==> src/nred_pkg.sv <==
`timescale 1ns / 1ps

package nred_pkg;

	localparam int NUM_PASSENGERS_DEF = 16;
	localparam int NUM_FLOORS_DEF     = 16;

	localparam logic [15:0] TRIPS_RST = 16'd16;
	localparam logic [3:0]  START_RST = 4'd0;

	typedef enum logic [1:0] {
		CMD_REQUEST = 2'd0,
		CMD_ENTERED = 2'd1,
		CMD_EXITED  = 2'd2,
		CMD_TICK    = 2'd3
	} cmd_t;

	typedef enum logic [2:0] {
		ACT_NONE  = 3'd0,
		ACT_UP    = 3'd1,
		ACT_DOWN  = 3'd2,
		ACT_OPEN  = 3'd3,
		ACT_CLOSE = 3'd4,
		ACT_DONE  = 3'd5
	} act_t;

	typedef enum logic [4:0] {
		PH_IDLE      = 5'b00001,
		PH_TO_PICKUP = 5'b00010,
		PH_AT_PICKUP = 5'b00100,
		PH_TO_DEST   = 5'b01000,
		PH_AT_DEST   = 5'b10000
	} phase_t;

	typedef enum logic [3:0] {
		ST_IDLE   = 4'b0001,
		ST_SCAN   = 4'b0010,
		ST_DRAIN  = 4'b0100,
		ST_FINISH = 4'b1000
	} seq_t;

	localparam int CFG_TOTAL_TRIPS = 0;
	localparam int CFG_START_FLOOR = 1;

endpackage

==> src/nearest_request_elevator_dispatch_top.sv <==
`timescale 1ns / 1ps

// Single-car elevator dispatcher serving one passenger at a time.
// Input channel (in_valid / in_stall) carries one command per transaction:
// a request, a passenger entered or exited event, or a tick. The output
// channel (out_valid / out_stall) returns exactly one result per input
// transaction: the action taken, the car floor and the served passenger slot.
// A tick that finds the car idle with trips left scans every passenger slot
// through one shared distance compare, one slot per cycle, then passes a
// drain state before the finish state registers its result. Any other command
// goes from acceptance straight to the finish state.
// in_stall is high while a transaction is being worked on, so the block
// handles one transaction at a time. A finished result waits in the output
// register while out_stall is high; the next command may then be accepted and
// worked on, and its result is held back until the output register is free.
// Asynchronous reset clears all waiting marks, puts the car at floor 0 with
// 16 trips to go and empties the output register. The configuration port
// writes the trip count or the start floor into the trip counter or the car
// floor; users write it only while the block is idle, which is not enforced.
module nearest_request_elevator_dispatch_top #(
	parameter int NUM_PASSENGERS = nred_pkg::NUM_PASSENGERS_DEF,
	parameter int NUM_FLOORS     = nred_pkg::NUM_FLOORS_DEF
) (
	input  logic        clk,
	input  logic        arst_n,
	input  logic        cfg_we,
	input  logic        cfg_index,
	input  logic [15:0] cfg_data,
	input  logic        in_valid,
	output logic        in_stall,
	input  logic [1:0]  command,
	input  logic [3:0]  passenger_id,
	input  logic [3:0]  src_floor,
	input  logic [3:0]  dst_floor,
	output logic        out_valid,
	input  logic        out_stall,
	output logic [2:0]  action,
	output logic [3:0]  car_floor,
	output logic [3:0]  served_passenger
);
	import nred_pkg::*;

	localparam int PW = (NUM_PASSENGERS > 1) ? $clog2(NUM_PASSENGERS) : 1;

	function automatic logic [3:0] clamp_floor(input logic [3:0] f);
		if (32'(f) > NUM_FLOORS - 1) begin
			return 4'(NUM_FLOORS - 1);
		end
		return f;
	endfunction

	seq_t        seq_q;
	cmd_t        cmd_q;
	logic [3:0]  id_q;
	logic [3:0]  from_q;
	logic [3:0]  to_q;

	logic [NUM_PASSENGERS-1:0] waiting_q;
	logic [7:0]  slot_mem [NUM_PASSENGERS];
	logic [7:0]  rd_q;
	logic [PW-1:0] rd_addr;

	phase_t      phase_q;
	logic [3:0]  cur_q;
	logic [3:0]  tgt_q;
	logic [3:0]  srv_q;
	logic [15:0] trips_q;

	logic [PW-1:0] scan_q;
	logic          cmp_vld_s1;
	logic          cmp_wait_s1;
	logic [PW-1:0] cmp_idx_s1;
	logic          found_q;
	logic [3:0]    best_dist_q;
	logic [PW-1:0] best_idx_q;
	logic [3:0]    best_floor_q;

	logic        out_valid_q;
	act_t        action_q;
	logic [3:0]  car_floor_q;
	logic [3:0]  served_q;

	logic        out_free;
	logic        id_ok;
	logic [3:0]  gap;
	logic        take;

	act_t        act_d;
	phase_t      ph_d;
	logic [3:0]  cur_d;
	logic [3:0]  tgt_d;
	logic [3:0]  srv_d;
	logic [15:0] trips_d;
	logic        wait_set;
	logic        wait_clr;
	logic        mem_we;

	assign in_stall         = (seq_q != ST_IDLE);
	assign out_valid        = out_valid_q;
	assign action           = action_q;
	assign car_floor        = car_floor_q;
	assign served_passenger = served_q;

	assign out_free = !out_valid_q || !out_stall;
	assign id_ok    = (32'(id_q) < NUM_PASSENGERS);
	assign rd_addr  = (seq_q == ST_SCAN) ? scan_q : PW'(srv_q);

	// Shared distance compare used once per scanned slot.
	assign gap  = (rd_q[7:4] > cur_q) ? (rd_q[7:4] - cur_q) : (cur_q - rd_q[7:4]);
	assign take = cmp_vld_s1 && cmp_wait_s1 && (!found_q || (gap < best_dist_q));

	always_comb begin
		act_d    = ACT_NONE;
		ph_d     = phase_q;
		cur_d    = cur_q;
		tgt_d    = tgt_q;
		srv_d    = srv_q;
		trips_d  = trips_q;
		wait_set = 1'b0;
		wait_clr = 1'b0;
		mem_we   = 1'b0;
		if (trips_q == 16'd0) begin
			act_d = ACT_DONE;
		end else begin
			unique case (cmd_q)
				CMD_REQUEST: begin
					if (id_ok) begin
						wait_set = 1'b1;
						mem_we   = 1'b1;
					end
				end
				CMD_ENTERED: begin
					if (id_ok && phase_q == PH_AT_PICKUP && id_q == srv_q) begin
						tgt_d = rd_q[3:0];
						ph_d  = PH_TO_DEST;
						act_d = ACT_CLOSE;
					end
				end
				CMD_EXITED: begin
					if (id_ok && phase_q == PH_AT_DEST && id_q == srv_q) begin
						trips_d = trips_q - 16'd1;
						ph_d    = PH_IDLE;
						act_d   = ACT_CLOSE;
					end
				end
				CMD_TICK: begin
					if (phase_q == PH_IDLE) begin
						if (found_q) begin
							wait_clr = 1'b1;
							srv_d    = 4'(best_idx_q);
							tgt_d    = best_floor_q;
							ph_d     = PH_TO_PICKUP;
						end
					end else if (phase_q == PH_TO_PICKUP || phase_q == PH_TO_DEST) begin
						if (cur_q < tgt_q) begin
							cur_d = cur_q + 4'd1;
							act_d = ACT_UP;
						end else if (cur_q > tgt_q) begin
							cur_d = cur_q - 4'd1;
							act_d = ACT_DOWN;
						end else begin
							ph_d  = (phase_q == PH_TO_PICKUP) ? PH_AT_PICKUP : PH_AT_DEST;
							act_d = ACT_OPEN;
						end
					end
				end
				default: act_d = ACT_NONE;
			endcase
		end
	end

	always_ff @(posedge clk) begin
		rd_q        <= slot_mem[rd_addr];
		cmp_idx_s1  <= scan_q;
		cmp_wait_s1 <= waiting_q[scan_q];
		if (seq_q == ST_FINISH && out_free && mem_we) begin
			slot_mem[PW'(id_q)] <= {clamp_floor(from_q), clamp_floor(to_q)};
		end
	end

	always_ff @(posedge clk) begin
		if (seq_q == ST_IDLE && in_valid) begin
			cmd_q  <= cmd_t'(command);
			id_q   <= passenger_id;
			from_q <= src_floor;
			to_q   <= dst_floor;
		end
		if (take) begin
			best_dist_q  <= gap;
			best_idx_q   <= cmp_idx_s1;
			best_floor_q <= rd_q[7:4];
		end
		if (seq_q == ST_FINISH && out_free) begin
			action_q    <= act_d;
			car_floor_q <= cur_d;
			served_q    <= srv_d;
		end
	end

	always_ff @(posedge clk or negedge arst_n) begin
		if (!arst_n) begin
			seq_q       <= ST_IDLE;
			waiting_q   <= '0;
			phase_q     <= PH_IDLE;
			cur_q       <= clamp_floor(START_RST);
			tgt_q       <= 4'd0;
			srv_q       <= 4'd0;
			trips_q     <= TRIPS_RST;
			scan_q      <= '0;
			cmp_vld_s1  <= 1'b0;
			found_q     <= 1'b0;
			out_valid_q <= 1'b0;
		end else begin
			cmp_vld_s1 <= (seq_q == ST_SCAN);
			if (take) begin
				found_q <= 1'b1;
			end
			if (out_valid_q && !out_stall && seq_q != ST_FINISH) begin
				out_valid_q <= 1'b0;
			end
			unique case (seq_q)
				ST_IDLE: begin
					if (in_valid) begin
						scan_q  <= '0;
						found_q <= 1'b0;
						if (cmd_t'(command) == CMD_TICK && phase_q == PH_IDLE
							&& trips_q != 16'd0) begin
							seq_q <= ST_SCAN;
						end else begin
							seq_q <= ST_FINISH;
						end
					end
				end
				ST_SCAN: begin
					scan_q <= scan_q + PW'(1);
					if (scan_q == PW'(NUM_PASSENGERS - 1)) begin
						seq_q <= ST_DRAIN;
					end
				end
				ST_DRAIN: begin
					seq_q <= ST_FINISH;
				end
				ST_FINISH: begin
					if (out_free) begin
						seq_q       <= ST_IDLE;
						out_valid_q <= 1'b1;
						phase_q     <= ph_d;
						cur_q       <= cur_d;
						tgt_q       <= tgt_d;
						srv_q       <= srv_d;
						trips_q     <= trips_d;
						if (wait_set) begin
							waiting_q[PW'(id_q)] <= 1'b1;
						end
						if (wait_clr) begin
							waiting_q[best_idx_q] <= 1'b0;
						end
					end
				end
				default: seq_q <= ST_IDLE;
			endcase
			if (cfg_we) begin
				if (32'(cfg_index) == CFG_TOTAL_TRIPS) begin
					trips_q <= cfg_data;
				end else begin
					cur_q <= clamp_floor(cfg_data[3:0]);
				end
			end
		end
	end

endmodule
==> config.mk <==
export PLATFORM = sky130hd
export DESIGN_NAME = nearest_request_elevator_dispatch_top
export DESIGN_NICKNAME = d
export VERILOG_FILES = /design/src/nred_pkg.sv /design/src/nearest_request_elevator_dispatch_top.sv
export SDC_FILE = /design/constraint.sdc
export NUM_CORES = 1
export LEC_CHECK = 0
export BUFFER_PORTS_ARGS = -buffer_cell sky130_fd_sc_hd__buf_2
export CAP_MARGIN = 20
export CORE_AREA = 8 8 182 184
export CTS_CLUSTER_DIAMETER = 30
export DETAILED_ROUTE_END_ITERATION = 12
export DIE_AREA = 0 0 190 192
export GPL_ROUTABILITY_DRIVEN = 0
export GPL_TIMING_DRIVEN = 0
export SKIP_CTS_REPAIR_TIMING = 1
export SYNTH_ARGS = -nofsm -noshare
export SYNTH_HDL_FRONTEND = slang
export SYNTH_SLANG_ARGS = --single-unit
==> constraint.sdc <==
create_clock -name clk -period 3.82 [get_ports clk]
set_input_delay 0.764 -clock clk [delete_from_list [all_inputs] [get_ports clk]]
set_output_delay 0.764 -clock clk [all_outputs]
set_load 0.005 [all_outputs]
==> results.toml <==
[outcome]
outcome = "finished clean"

[final_layout]
seq_area_um2 = 6720
final_common_cell = "edfxtp_1"
final_nets = 951
drive_above_1_share = 0.195
diodes = 0
final_cell_mix = "165 x edfxtp_1, 85 x nand2_1, 57 x dfrtp_1"
areaGrowthSynthToFinish_pct = 23.7
post-route-util = 0.429
fill_cells = 2738
multi_input_area_um2 = 3520

[logic_synthesis]
synth.mux.area_fraction = 0.0742
async_flop_share = 0.252
syn_inst = 792
ys_seq_elements = 238
synth_warnings = 0
syn_nets = 848
synth_fa_ha_area_frac = 0.0253
ys_types = 72
synth-edff-count = 165
synth-compound-area-share = 0.0886
synth_area_um2 = 10500
synth_area_per_cell_um2 = 13.2
yosysSeqAreaShare = 0.642
synth_flop_cell = "edfxtp_1"
yosys.area_share.xor_xnor = 0.0251
synthSimpleGateAreaFrac = 0.120
synth_top_family_by_area = "simple AND/OR/NAND/NOR gates"

[power]
p_per_area_nw_per_um2 = 606
total_power_mw = 7.85
combPwrFrac = 0.071
seqPwrFrac = 0.394
ir_drop_v = 0.000423
power.share.switching = 0.248
pwr-share-clk = 0.536
power.internal_mw = 5.90
switchingPower_mw = 1.95
power_leakage_nw = 5.08

[global_routing]
grt_max_degree = 61
antenna_found_initial = 0
grtUsageTotal = 0.132
grt_pass1_vias = 6933
grt_pass1_wl_mm = 38.0
grt-ovfl-total = 0

[sta]
fmax_ghz = 0.284
period_share = 0.921
period_needed_ns = 3.52
skew_ns = 0.0337
setup_tns_ns = 0
finalHoldViolations = 0
slew_headroom = 0.282
maxSlewViolCount = 0
grt_setup_unrepaired = "false"
worstMarginPinSlew_ns = 1.07
setup_viol = 0

[clock_network]
cts_root_buf = "clkbuf_16"
cts_tree = "done"
max-clock-path-buffers = 3
numCtsBuffers = 51
clock_latency_ns = 0.56
htreeDepth = 2
clk_pin_slew_worst_paths_ns = 0.05
cts_num_sinks = 238

[floorplan]
std_cell_rows = 64
die_area_um2 = 36500
die_width_um = 190
core_um2 = 30200
io-pin-count = 49
die_height_um = 192
start_util = 0.347

[route]
antenna_left = 0
viasPerCell = 5.10
first_iter_violations = 456
wl_mm = 24.5
first_pass_iters = 5
wire_per_inst_um = 18.4
drc = 0
vias = 6801

[setup_path]
critPathKind = "reg -> reg"
cp-end-kind = "flip-flop"
startpoint_type = "flip-flop"
path_max_fanout = 12
cp_data_arrival_time_ns = 3.73
required_ns = 4.03

[placement]
dp_hpwl_mm = 16.6
portBuffers = 48

[flow_run]
max-cap-violations = 0

[hold_path]
worstHoldPathType = "in -> async"
[synthesized netlist by cell type, types with 9 or more instances]
master      n  area (µm²)
xnor2_1    14         123
nor3_1     10        50.1
dfrtp_1    57        1430
nand3_1    32         160
and3_1      9        56.3
dfxtp_1    13         260
a31oi_1    10        62.6
nand4_1    14        87.6
inv_1      28         105
clkbuf_1   17        63.8
a22o_1      9        78.8
nand2_1    85         319
nor2_1     51         191
o21ai_0    16        80.1
xor2_1     16         140
o21ai_1    12        60.1
edfxtp_1  165        4950
mux2i_1    45         450
nor2b_1    11        68.8
a21oi_1    22         110
ha_1       18         225
[path summary, 6_finish.rpt]
kind                              start        endpoint  slack (ns)  depth (start not counted)
setup reg to reg               cur_q[0]  best_dist_q[1]        0.30                         13
max in group asynchronous        arst_n    waiting_q[1]        2.98                          1
setup / recovery               cur_q[0]  best_dist_q[1]        0.30                         13
hold / removal                   arst_n      trips_q[1]        0.31                          1
min in group clk           dst_floor[3]         to_q[3]        0.38                          1
hold reg to reg               scan_q[1]   cmp_idx_s1[1]        0.39                          0
[cell families (layout without fill, tap and decap cells)]
group	after synthesis	after routing
adder cells (fa/ha/maj)	20	20
flip-flops	238	238
AND/OR/NAND/NOR	253	253
buffers and inverters	56	202
AO/OA/AOI/OAI	128	128
multiplexers	67	67
XOR/XNOR	30	30
[per-stage QoR]
step | instances | area (µm²) | setup WS (ns) | hold WS, ns
after global routing | 1334 | 13000 | 0.0828 | 0.359
after detailed placement | 1238 | 11200 | -0.259 | 0.383
after CTS | 1334 | 12900 | -0.301 | 0.331
after global placement | 1236 | 11200 | -0.223 | 0.377
after floorplan | 792 | 10500 | 0.610 | 0.366
final | 1334 | 13000 | 0.301 | 0.309
[final cells by class]
| class | count | share of cell area |
|---|---|---|
| Timing Repair Buffer | 50 | 0.0199 |
| Buffer | 26 | 0.0100 |
| Clock inverter | 39 | 0.0285 |
| Inverter | 30 | 0.00976 |
| Sequential cell | 238 | 0.519 |
| Multi-Input combinational cell | 498 | 0.272 |
| Tap cell | 396 | 0.0382 |
| Clock buffer | 57 | 0.103 |
[worst max-delay path: stages (launching register included)]
cell	delay (ns)
dfrtp_1	0.45
ha_1	0.25
fa_1	0.36
inv_1	0.08
a21o_1	0.11
a21oi_1	0.07
a41oi_2	0.28
mux2i_1	0.26
xnor2_1	0.18
ha_1	0.28
a21oi_1	0.15
nor2b_1	0.07
o21ai_1	0.25
and3_4	0.38
[power groups by stage]
stage | logic [mW] | registers, mW | clock network (mW)
after global routing | 0.627 | 3.11 | 4.40
after CTS | 0.554 | 3.09 | 4.26
after global placement | 0.535 | 3.13 | 0
after detailed placement | 0.550 | 3.13 | 0
after floorplan | 0.387 | 3.08 | 0
final | 0.554 | 3.09 | 4.20
[routing by layer]
metal | vias up | part of all wire | track usage
met5 | - | 0 | 0
met4 | 0 | 0.020 | 0.0502
met3 | 41 | 0.065 | 0.0285
met2 | 212 | 0.48 | 0.215
met1 | 3332 | 0.44 | 0.171
li1 | 3216 | - | -
[sequential cells by signal, indices dropped and copies added, names as in the netlist, 5 cells and up]
| signal | count |
|---|---|
| waiting_q | 16 |
| slot_mem | 128 |
| trips_q | 16 |
| phase_q | 5 |
| rd_q | 8 |
Note: power is estimated with default switching activity, not from simulation.
